$ cat src/rtl/gaps_pkg.sv
package gaps_pkg;

    localparam int X_BITS    = 6;
    localparam int MAP_W     = 1 << X_BITS;
    localparam int MAP_H     = 64;
    localparam int CELLS     = MAP_W * MAP_H;
    localparam int CELL_BITS = $clog2(CELLS);
    localparam int CNT_BITS  = CELL_BITS + 1;
    localparam int SEQ_BITS  = CELL_BITS + 4;
    localparam int COST_BITS = 24;
    localparam int FRAC_BITS = 8;
    localparam int H_BITS    = 16;
    localparam int EXT_BITS  = 7;

    localparam logic [COST_BITS-1:0] COST_MAX  = {COST_BITS{1'b1}};
    localparam logic [COST_BITS-1:0] STEP_ONE  = COST_BITS'(1 << FRAC_BITS);
    localparam logic [COST_BITS-1:0] STEP_DIAG = COST_BITS'(362);
    localparam logic [EXT_BITS-1:0]  EXT_MAX   = EXT_BITS'(MAP_W);

    localparam logic [1:0] ST_NEW    = 2'd0;
    localparam logic [1:0] ST_OPEN   = 2'd1;
    localparam logic [1:0] ST_CLOSED = 2'd2;

    localparam logic [1:0] CMD_CLEAR  = 2'd0;
    localparam logic [1:0] CMD_MARK   = 2'd1;
    localparam logic [1:0] CMD_SEARCH = 2'd2;
    localparam logic [1:0] CMD_READ   = 2'd3;

    localparam logic [1:0] STAT_OK    = 2'd0;
    localparam logic [1:0] STAT_OFF   = 2'd1;
    localparam logic [1:0] STAT_RANGE = 2'd2;

    localparam int OP_BITS = 5;
    localparam logic [OP_BITS-1:0] OP_NONE   = 5'd0;
    localparam logic [OP_BITS-1:0] OP_LATCH  = 5'd1;
    localparam logic [OP_BITS-1:0] OP_CLR    = 5'd2;
    localparam logic [OP_BITS-1:0] OP_MARK   = 5'd3;
    localparam logic [OP_BITS-1:0] OP_SFAIL  = 5'd4;
    localparam logic [OP_BITS-1:0] OP_SINIT  = 5'd5;
    localparam logic [OP_BITS-1:0] OP_SCLR   = 5'd6;
    localparam logic [OP_BITS-1:0] OP_START  = 5'd7;
    localparam logic [OP_BITS-1:0] OP_NODE0  = 5'd8;
    localparam logic [OP_BITS-1:0] OP_NODE   = 5'd9;
    localparam logic [OP_BITS-1:0] OP_PUSH   = 5'd10;
    localparam logic [OP_BITS-1:0] OP_SCAN0  = 5'd11;
    localparam logic [OP_BITS-1:0] OP_SCAN   = 5'd12;
    localparam logic [OP_BITS-1:0] OP_POPMV  = 5'd13;
    localparam logic [OP_BITS-1:0] OP_POPG   = 5'd14;
    localparam logic [OP_BITS-1:0] OP_NBIS   = 5'd15;
    localparam logic [OP_BITS-1:0] OP_NEXT   = 5'd16;
    localparam logic [OP_BITS-1:0] OP_WSTORE = 5'd17;
    localparam logic [OP_BITS-1:0] OP_WPAR   = 5'd18;
    localparam logic [OP_BITS-1:0] OP_RDOUT  = 5'd19;
    localparam logic [OP_BITS-1:0] OP_RDFAIL = 5'd20;
    localparam logic [OP_BITS-1:0] OP_FINISH = 5'd21;

    typedef struct packed {
        logic [1:0]  command;
        logic [5:0]  cell_x;
        logic [5:0]  cell_y;
        logic [5:0]  goal_x;
        logic [5:0]  goal_y;
        logic [11:0] step_number;
    } request_t;

    typedef struct packed {
        logic [1:0]  status;
        logic        found;
        logic [12:0] path_cells;
        logic [23:0] path_cost;
        logic [5:0]  step_x;
        logic [5:0]  step_y;
    } result_t;

    // up to eight inserts or re-keys per cell in one search
    typedef struct packed {
        logic [COST_BITS-1:0] key;
        logic [SEQ_BITS-1:0]  seq;
        logic [CELL_BITS-1:0] node;
    } entry_t;

    typedef struct packed {
        logic [1:0] cmd;
        logic       cell_on;
        logic       goal_on;
        logic       k_ok;
        logic       sweep_last;
        logic       open_empty;
        logic       scan_end;
        logic       h_done;
        logic       nb_in;
        logic       nb_skip;
        logic       is_target;
        logic       last_dir;
        logic       at_start;
        logic       walk_end;
    } dp_status_t;

    function automatic logic [1:0] dir_dx(input logic [2:0] d);
        case (d)
            3'd0, 3'd1, 3'd2: dir_dx = 2'b11;
            3'd3, 3'd4:       dir_dx = 2'b00;
            default:          dir_dx = 2'b01;
        endcase
    endfunction

    function automatic logic [1:0] dir_dy(input logic [2:0] d);
        case (d)
            3'd0, 3'd3, 3'd5: dir_dy = 2'b11;
            3'd1, 3'd6:       dir_dy = 2'b00;
            default:          dir_dy = 2'b01;
        endcase
    endfunction

    function automatic logic dir_diag(input logic [2:0] d);
        dir_diag = (d == 3'd0) || (d == 3'd2) || (d == 3'd5) || (d == 3'd7);
    endfunction

endpackage

$ cat src/rtl/gaps_ctrl.sv
module gaps_ctrl
    import gaps_pkg::*;
(
    input  logic               clk,
    input  logic               rst_n,
    input  logic               start,
    input  dp_status_t         flags,
    output logic [OP_BITS-1:0] op,
    output logic               busy,
    output logic               done
);

    localparam logic [4:0] S_RCLR  = 5'd0;
    localparam logic [4:0] S_IDLE  = 5'd1;
    localparam logic [4:0] S_DISP  = 5'd2;
    localparam logic [4:0] S_CLR   = 5'd3;
    localparam logic [4:0] S_SCLR  = 5'd4;
    localparam logic [4:0] S_START = 5'd5;
    localparam logic [4:0] S_NODE0 = 5'd6;
    localparam logic [4:0] S_HW0   = 5'd7;
    localparam logic [4:0] S_PUSH0 = 5'd8;
    localparam logic [4:0] S_POPI  = 5'd9;
    localparam logic [4:0] S_SCAN  = 5'd10;
    localparam logic [4:0] S_POPMV = 5'd11;
    localparam logic [4:0] S_POPG  = 5'd12;
    localparam logic [4:0] S_NBIS  = 5'd13;
    localparam logic [4:0] S_NBEV  = 5'd14;
    localparam logic [4:0] S_HW    = 5'd15;
    localparam logic [4:0] S_PUSH  = 5'd16;
    localparam logic [4:0] S_NEXT  = 5'd17;
    localparam logic [4:0] S_WST   = 5'd18;
    localparam logic [4:0] S_WPAR  = 5'd19;
    localparam logic [4:0] S_RDW   = 5'd20;
    localparam logic [4:0] S_DONE  = 5'd21;

    logic [4:0] state_reg, state_next;
    logic       done_reg, done_next;

    always_comb
    begin
        state_next = state_reg;
        op         = OP_NONE;
        case (state_reg)
            S_RCLR:
            begin
                op = OP_CLR;
                if (flags.sweep_last)
                    state_next = S_IDLE;
            end
            S_IDLE:
                if (start)
                begin
                    op         = OP_LATCH;
                    state_next = S_DISP;
                end
            S_DISP:
                case (flags.cmd)
                    CMD_CLEAR:
                        state_next = S_CLR;
                    CMD_MARK:
                    begin
                        op         = OP_MARK;
                        state_next = S_DONE;
                    end
                    CMD_SEARCH:
                        if (flags.cell_on && flags.goal_on)
                        begin
                            op         = OP_SINIT;
                            state_next = S_SCLR;
                        end
                        else
                        begin
                            op         = OP_SFAIL;
                            state_next = S_DONE;
                        end
                    default:
                        if (flags.k_ok)
                            state_next = S_RDW;
                        else
                        begin
                            op         = OP_RDFAIL;
                            state_next = S_DONE;
                        end
                endcase
            S_CLR:
            begin
                op = OP_CLR;
                if (flags.sweep_last)
                    state_next = S_DONE;
            end
            S_SCLR:
            begin
                op = OP_SCLR;
                if (flags.sweep_last)
                    state_next = S_START;
            end
            S_START:
            begin
                op         = OP_START;
                state_next = S_NODE0;
            end
            S_NODE0:
            begin
                op         = OP_NODE0;
                state_next = S_HW0;
            end
            S_HW0:
                if (flags.h_done)
                    state_next = S_PUSH0;
            S_PUSH0:
            begin
                op         = OP_PUSH;
                state_next = S_POPI;
            end
            S_POPI:
                if (flags.open_empty)
                    state_next = S_DONE;
                else
                begin
                    op         = OP_SCAN0;
                    state_next = S_SCAN;
                end
            S_SCAN:
                if (flags.scan_end)
                    state_next = S_POPMV;
                else
                    op = OP_SCAN;
            S_POPMV:
            begin
                op         = OP_POPMV;
                state_next = S_POPG;
            end
            S_POPG:
            begin
                op         = OP_POPG;
                state_next = flags.is_target ? S_WST : S_NBIS;
            end
            S_NBIS:
            begin
                op         = OP_NBIS;
                state_next = flags.nb_in ? S_NBEV : S_NEXT;
            end
            S_NBEV:
                if (flags.nb_skip)
                    state_next = S_NEXT;
                else
                begin
                    op         = OP_NODE;
                    state_next = S_HW;
                end
            S_HW:
                if (flags.h_done)
                    state_next = S_PUSH;
            S_PUSH:
            begin
                op         = OP_PUSH;
                state_next = S_NEXT;
            end
            S_NEXT:
            begin
                op         = OP_NEXT;
                state_next = flags.last_dir ? S_POPI : S_NBIS;
            end
            S_WST:
            begin
                op         = OP_WSTORE;
                state_next = flags.at_start ? S_DONE : S_WPAR;
            end
            S_WPAR:
            begin
                op         = OP_WPAR;
                state_next = flags.walk_end ? S_DONE : S_WST;
            end
            S_RDW:
            begin
                op         = OP_RDOUT;
                state_next = S_DONE;
            end
            S_DONE:
            begin
                op         = OP_FINISH;
                state_next = S_IDLE;
            end
            default:
                state_next = S_IDLE;
        endcase
    end

    assign done_next = (state_reg == S_DONE);

    always_ff @(posedge clk or negedge rst_n)
    begin
        if (!rst_n)
        begin
            state_reg <= S_RCLR;
            done_reg  <= 1'b0;
        end
        else
        begin
            state_reg <= state_next;
            done_reg  <= done_next;
        end
    end

    assign busy = (state_reg != S_IDLE);
    assign done = done_reg;

    a_done_single: assert property (@(posedge clk) disable iff (!rst_n)
        done |=> !done) else $error("done strobe longer than one cycle");
    a_done_idle: assert property (@(posedge clk) disable iff (!rst_n)
        done |-> !busy) else $error("result shown while busy");
    a_accept_busy: assert property (@(posedge clk) disable iff (!rst_n)
        (start && !busy) |=> busy) else $error("accepted word did not start work");
    a_scan_pop: assert property (@(posedge clk) disable iff (!rst_n)
        (state_reg == S_SCAN && flags.scan_end) |=> state_reg == S_POPMV)
        else $error("scan did not end in pop");

endmodule

$ cat config.mk
export PLATFORM = sky130hd
export DESIGN_NAME = gaps_ctrl
export DESIGN_NICKNAME = d
export VERILOG_FILES = /design/src/rtl/gaps_pkg.sv /design/src/rtl/gaps_ctrl.sv
export SDC_FILE = /design/constraint.sdc
export NUM_CORES = 1
export LEC_CHECK = 0
export CORE_AREA = 2 2 46 48
export CTS_CLUSTER_SIZE = 12
export DETAILED_ROUTE_END_ITERATION = 6
export DIE_AREA = 0 0 48 50
export DONT_BUFFER_PORTS = 1
export PLACE_DENSITY = 0.67
export SYNTH_ARGS = -nofsm -noshare
export SYNTH_HDL_FRONTEND = slang
export SYNTH_SLANG_ARGS = --single-unit
$ cat constraint.sdc
create_clock -name clk -period 2.3 [get_ports clk]
set_clock_uncertainty 0.2 [all_clocks]
set_input_delay 0.46 -clock clk [delete_from_list [all_inputs] [get_ports clk]]
set_output_delay 0.46 -clock clk [all_outputs]
set_load 0.01 [all_outputs]
==> Word level (Yosys, flattened, before mapping) <==
Index checks and enable logic that the tools add are counted.
{ "totals": {"elab_cells": 65, "ff_bits": 6, "in_bits": 18, "out_inout_bits": 7} }
{ "classes": {"n_eq_ne": 31, "mux": 26, "n_reduce_logical": 6} }
{ "op_table": {"columns": ["cell", "n"], "rows": [
  ["5-bit one-hot mux with 21 select lines", 1],
  ["5-bit one-hot mux with 18 select lines", 1],
  ["5-bit two-way mux", 13],
  ["5-bit by 4-bit equality test with 1-bit output (second input constant)", 8],
  ["5-bit equality test (second input constant)", 6],
  ["5-bit one-hot mux with 3 select lines", 2],
  ["5-bit by 3-bit equality test with 1-bit output (second input constant)", 4],
  ["2-bit != test (second input constant)", 7],
  ["4-bit two-way mux", 3],
  ["5-bit by 2-bit equality test with 1-bit output (second input constant)", 2],
  ["3-bit two-way mux", 3],
  ["7-bit AND reduction", 1],
  ["5-bit by 1-bit equality test with 1-bit output (second input constant)", 1],
  ["5-bit zero test", 1],
  ["5-bit by 1-bit != test with 1-bit output (second input constant)", 1],
  ["2-bit OR reduction", 2],
  ["1-bit two-way mux", 3],
  ["2-bit by 1-bit equality test with 1-bit output (second input constant)", 1],
  ["2-bit equality test (second input constant)", 1],
  ["2-bit zero test", 1],
  ["1-bit logical AND", 1]
]} }

==> Depth between registers and ports, before layout <==
{ "depth": {"ltp_word": 4, "depth_mapped": 7, "depth_no_buf": 5} }

==> Least setup slack after synthesis <==
OpenSTA, ideal clock, no wires.
{ "synth_path": {"kind": "register -> output", "startpoint": "register state_reg[3]", "endpoint": "output port op[0]", "slack_ns": 0.227, "n_path_buf": 2, "t_arrival_ns": 1.413, "stages_incl_launch_ff": 8, "t_required_ns": 1.640, "cell_sequence": "dfrtp_1 -> buf_2 -> buf_2 -> nor2_1 -> nand2_1 -> a211oi_1 -> a21oi_1 -> o2111ai_1"} }
{ "synth_between": {"elab_chain_cells": 3, "elab_cells_between_ends": 23, "cone_classes": "eq/ne: 19; mux: 1; reduce/logical: 3"} }
{ "synth_rtl": {"columns": ["element", "line_no", "text"], "rows": [
  ["start: declaration", "gaps_ctrl.sv:36", "logic [4:0] state_reg, state_next;"],
  ["start signal: assignment", "gaps_ctrl.sv:200", "state_reg <= state_next;"],
  ["5-bit equality test, or another cell as far along", "gaps_ctrl.sv:43", "case (state_reg)"],
  ["2-bit OR reduction (no source line)", null, null],
  ["5-bit one-hot mux with 18 select lines *", "gaps_ctrl.sv:43", null],
  ["end: declaration", "gaps_ctrl.sv:8", "output logic [OP_BITS-1:0] op,"]
]} }
Mark *: on every way between the ends. The rest lies on a longest branch, timed or not.

==> Final worst setup path <==
{ "layout_path": {"startpoint": "register state_reg[2]", "endpoint": "output port op[1]"} }
Same word-level chain as after synthesis.

==> flow_metrics.py <==
metrics = {
    "critical_path": {
        "start_kind": "flip-flop",
        "cp_max_fo": 15,
        "crit_type": "flip-flop to output port",
        "arrival_ns": 1.56,
        "cp-end-kind": "output port",
        "worstPathRequired_ns": 1.64,
    },
    "timing": {
        "min_period_ns": 2.22,
        "rsz0062_at_grt": "true",
        "fin_tns_setup_ns": 0,
        "hold_viol": 0,
        "final_max_slew_viol_count": 0,
        "setup_viol": 0,
        "timing.final.crit_share_pct": 96.6,
        "setup_slack_ns": 0.0778,
        "worst_pin_slew_ns": 0.330,
        "maxSlewHeadroom_pct": 77.7,
        "fmax_ghz": 0.450,
    },
    "cells_and_area": {
        "largest_reg_flops": 5,
        "utilization_pct": 61.2,
        "syn_to_final_growth_pct": 17.9,
        "fin_nets": 165,
        "drive_gt1_share_pct": 28.3,
        "final_cells": 172,
        "antennaDiodeCount": 0,
    },
    "global_routing": {
        "gr-usage-all-layers_pct": 29.3,
        "grt_start_max_net_pins": 21,
        "antenna_found_initial": 0,
        "grt_pass1_wl_um": 5120,
        "overflow": 0,
        "grt_pass1_vias": 1118,
    },
    "floorplan": {
        "die_y_um": 50,
        "ios": 25,
        "core_um2": 1900,
        "die_x_um": 48,
        "die-area_um2": 2400,
        "start_util_pct": 51.9,
        "rows": 16,
    },
    "synth": {
        "syn_area_um2": 987,
        "synth_cell_type_count": 40,
        "yosysWarnings": 0,
        "yosysSeqAreaShare_pct": 15.2,
        "synth_flop_cell": "dfrtp_1",
        "syn_area_per_cell_um2": 7.05,
        "synth_seq_cells": 6,
        "synth_edf_count": 0,
        "synthCells": 140,
        "postSynth.asyncResetShare_pct": 100,
        "synthesis.nets": 158,
    },
    "status": {
        "outcome": "finished, final reports clean",
    },
    "drt": {
        "ant_nets": 0,
        "drt-initial-drc-count": 62,
        "wl_per_cell_um": 18.7,
        "dr.pass1.iters": 5,
        "drc": 0,
        "routed_wirelength_um": 3210,
        "via_per_inst": 6.98,
        "via_count": 1201,
    },
    "clocking": {
        "post_cts_buffers": 0,
        "htreeDepth": 1,
        "cts.sinks": 6,
        "clk_pin_slew_ns": 0.04,
        "cts_tree": "yes",
        "root_buffer": "clkbuf_4",
        "clockBufferDepth": 2,
        "clk_latency_ns": 0.24,
        "numCtsBuffers": 3,
    },
    "flow_run": {
        "maxCapViolCount": 0,
    },
    "hold_path": {
        "hold_class": "primary input to flip-flop",
    },
    "placed_design": {
        "dp_hpwl_um": 2450,
        "port-buffer-count": 0,
        "placed_cells": 168,
        "gp_congestion": 0.918,
        "pre_cts_ws_ns": 0.150,
    },
    "pwr": {
        "ir_worst_vdd_mv": 0.656,
        "powerDensity_nw_per_um2": 1420,
        "p_leak_nw": 0.435,
    },
}
-- what timing repair did --
| item | 4_1_cts | 5_1_grt |
|---|---|---|
| pin swaps | 0 | 2 |
| resized for setup | 4 | 14 |
| setup endpoints to repair | 4 | 5 |
| hold buffers | 1 | 0 |
| endpoints found under the hold margin | 6 | 0 |
-- report_power, final --
group          internal, mW  switching [mW]  leakage (nW)
combinational         0.579           0.782         0.345
sequential            0.152          0.0509        0.0760
clock                0.0588          0.0345        0.0138
total                 0.790           0.867         0.435
-- critical path: stages (launching register included) --
cell and delay (ns):
dfrtp_1 0.41, buf_6 0.17, nor2b_4 0.15, a21oi_1 0.15
nor3_2 0.07, a31oi_2 0.19, o211ai_1 0.18
-- area by class of cell --
class / instances / area [um^2]
multi-input combinational: 117 / 813
fill: 181 / 738
sequential: 6 / 151
timing repair buffer: 14 / 124
tap: 27 / 33.8
clock buffer: 3 / 22.5
inverter: 5 / 18.8
-- stage by stage --
stage | total power [mW] | hold slack (ns) | instance area (um^2)
global placement | 1.43 | -0.0354 | 1070
global route | 1.77 | 0.309 | 1160
finish | 1.66 | 0.327 | 1160
floorplan | 1.12 | -0.0356 | 987
CTS | 1.57 | 0.318 | 1120
detailed placement | 1.43 | -0.0354 | 1070
-- layer usage --
metal,vias up,global-route usage (%),share of wire (%)
met1,571,43.5,41
met3,4,6.96,11
met2,86,43.1,48
met4,0,4.50,0.56
li1,540,-,-
met5,-,0,0
-- worst paths after layout --
| check | start | to | slack [ns] | cells past startpoint |
|---|---|---|---|---|
| worst max-delay path | state_reg[2] | op[1] | 0.08 | 6 |
| min in group asynchronous | rst_n | state_reg[2] | 0.34 | 1 |
| worst min register to register | state_reg[2] | state_reg[2] | 0.52 | 2 |
| worst max register to register | state_reg[1] | state_reg[1] | 0.21 | 5 |
| max in group asynchronous | rst_n | state_reg[0] | 1.32 | 1 |
| worst min-delay path | start | state_reg[2] | 0.33 | 2 |
-- layout by cell type (no fill, tap or decap), types with 2 or more instances in the layout --
cell type   n
nand3b_1    2
mux2i_1     2
a32oi_1     4
and3_1      2
nor3_1      7
nor2b_1     3
nand3_1     4
nand2_1    12
o211ai_1    6
nand2b_1    8
a21oi_1    10
clkbuf_4    3
inv_1       4
nor2_1      8
buf_4      11
o21ai_0     7
or2_2       3
a311oi_1    2
nor2b_2     2
a22oi_1     2
o22ai_1     3
nor2_2      2
mux2_1      3
dfrtp_1     5
a31oi_1     3
-- kinds of logic (layout without fill, tap and decap cells) --
| logic type | count (synthesis) | in the layout | share of synthesized area (%) |
|---|---|---|---|
| compound gates | 49 | 49 | 35.9 |
| flops | 6 | 6 | 15.2 |
| mux | 6 | 6 | 6.97 |
| simple gates | 62 | 62 | 33.6 |
| buf+inv | 17 | 22 | 8.37 |
-- cell usage after synthesis, types with 5 or more instances --
master | instances | area share, %
nor2_1 | 11 | 4.2
buf_2 | 6 | 3.0
dfrtp_1 | 6 | 15
nor3_1 | 8 | 4.1
inv_1 | 5 | 1.9
o211ai_1 | 6 | 4.6
nand2_1 | 12 | 4.6
nor2b_1 | 6 | 3.8
nand2b_1 | 8 | 5.1
o21ai_0 | 8 | 4.1
a21oi_1 | 10 | 5.1
No activity file was read; power rests on OpenSTA's default activity.
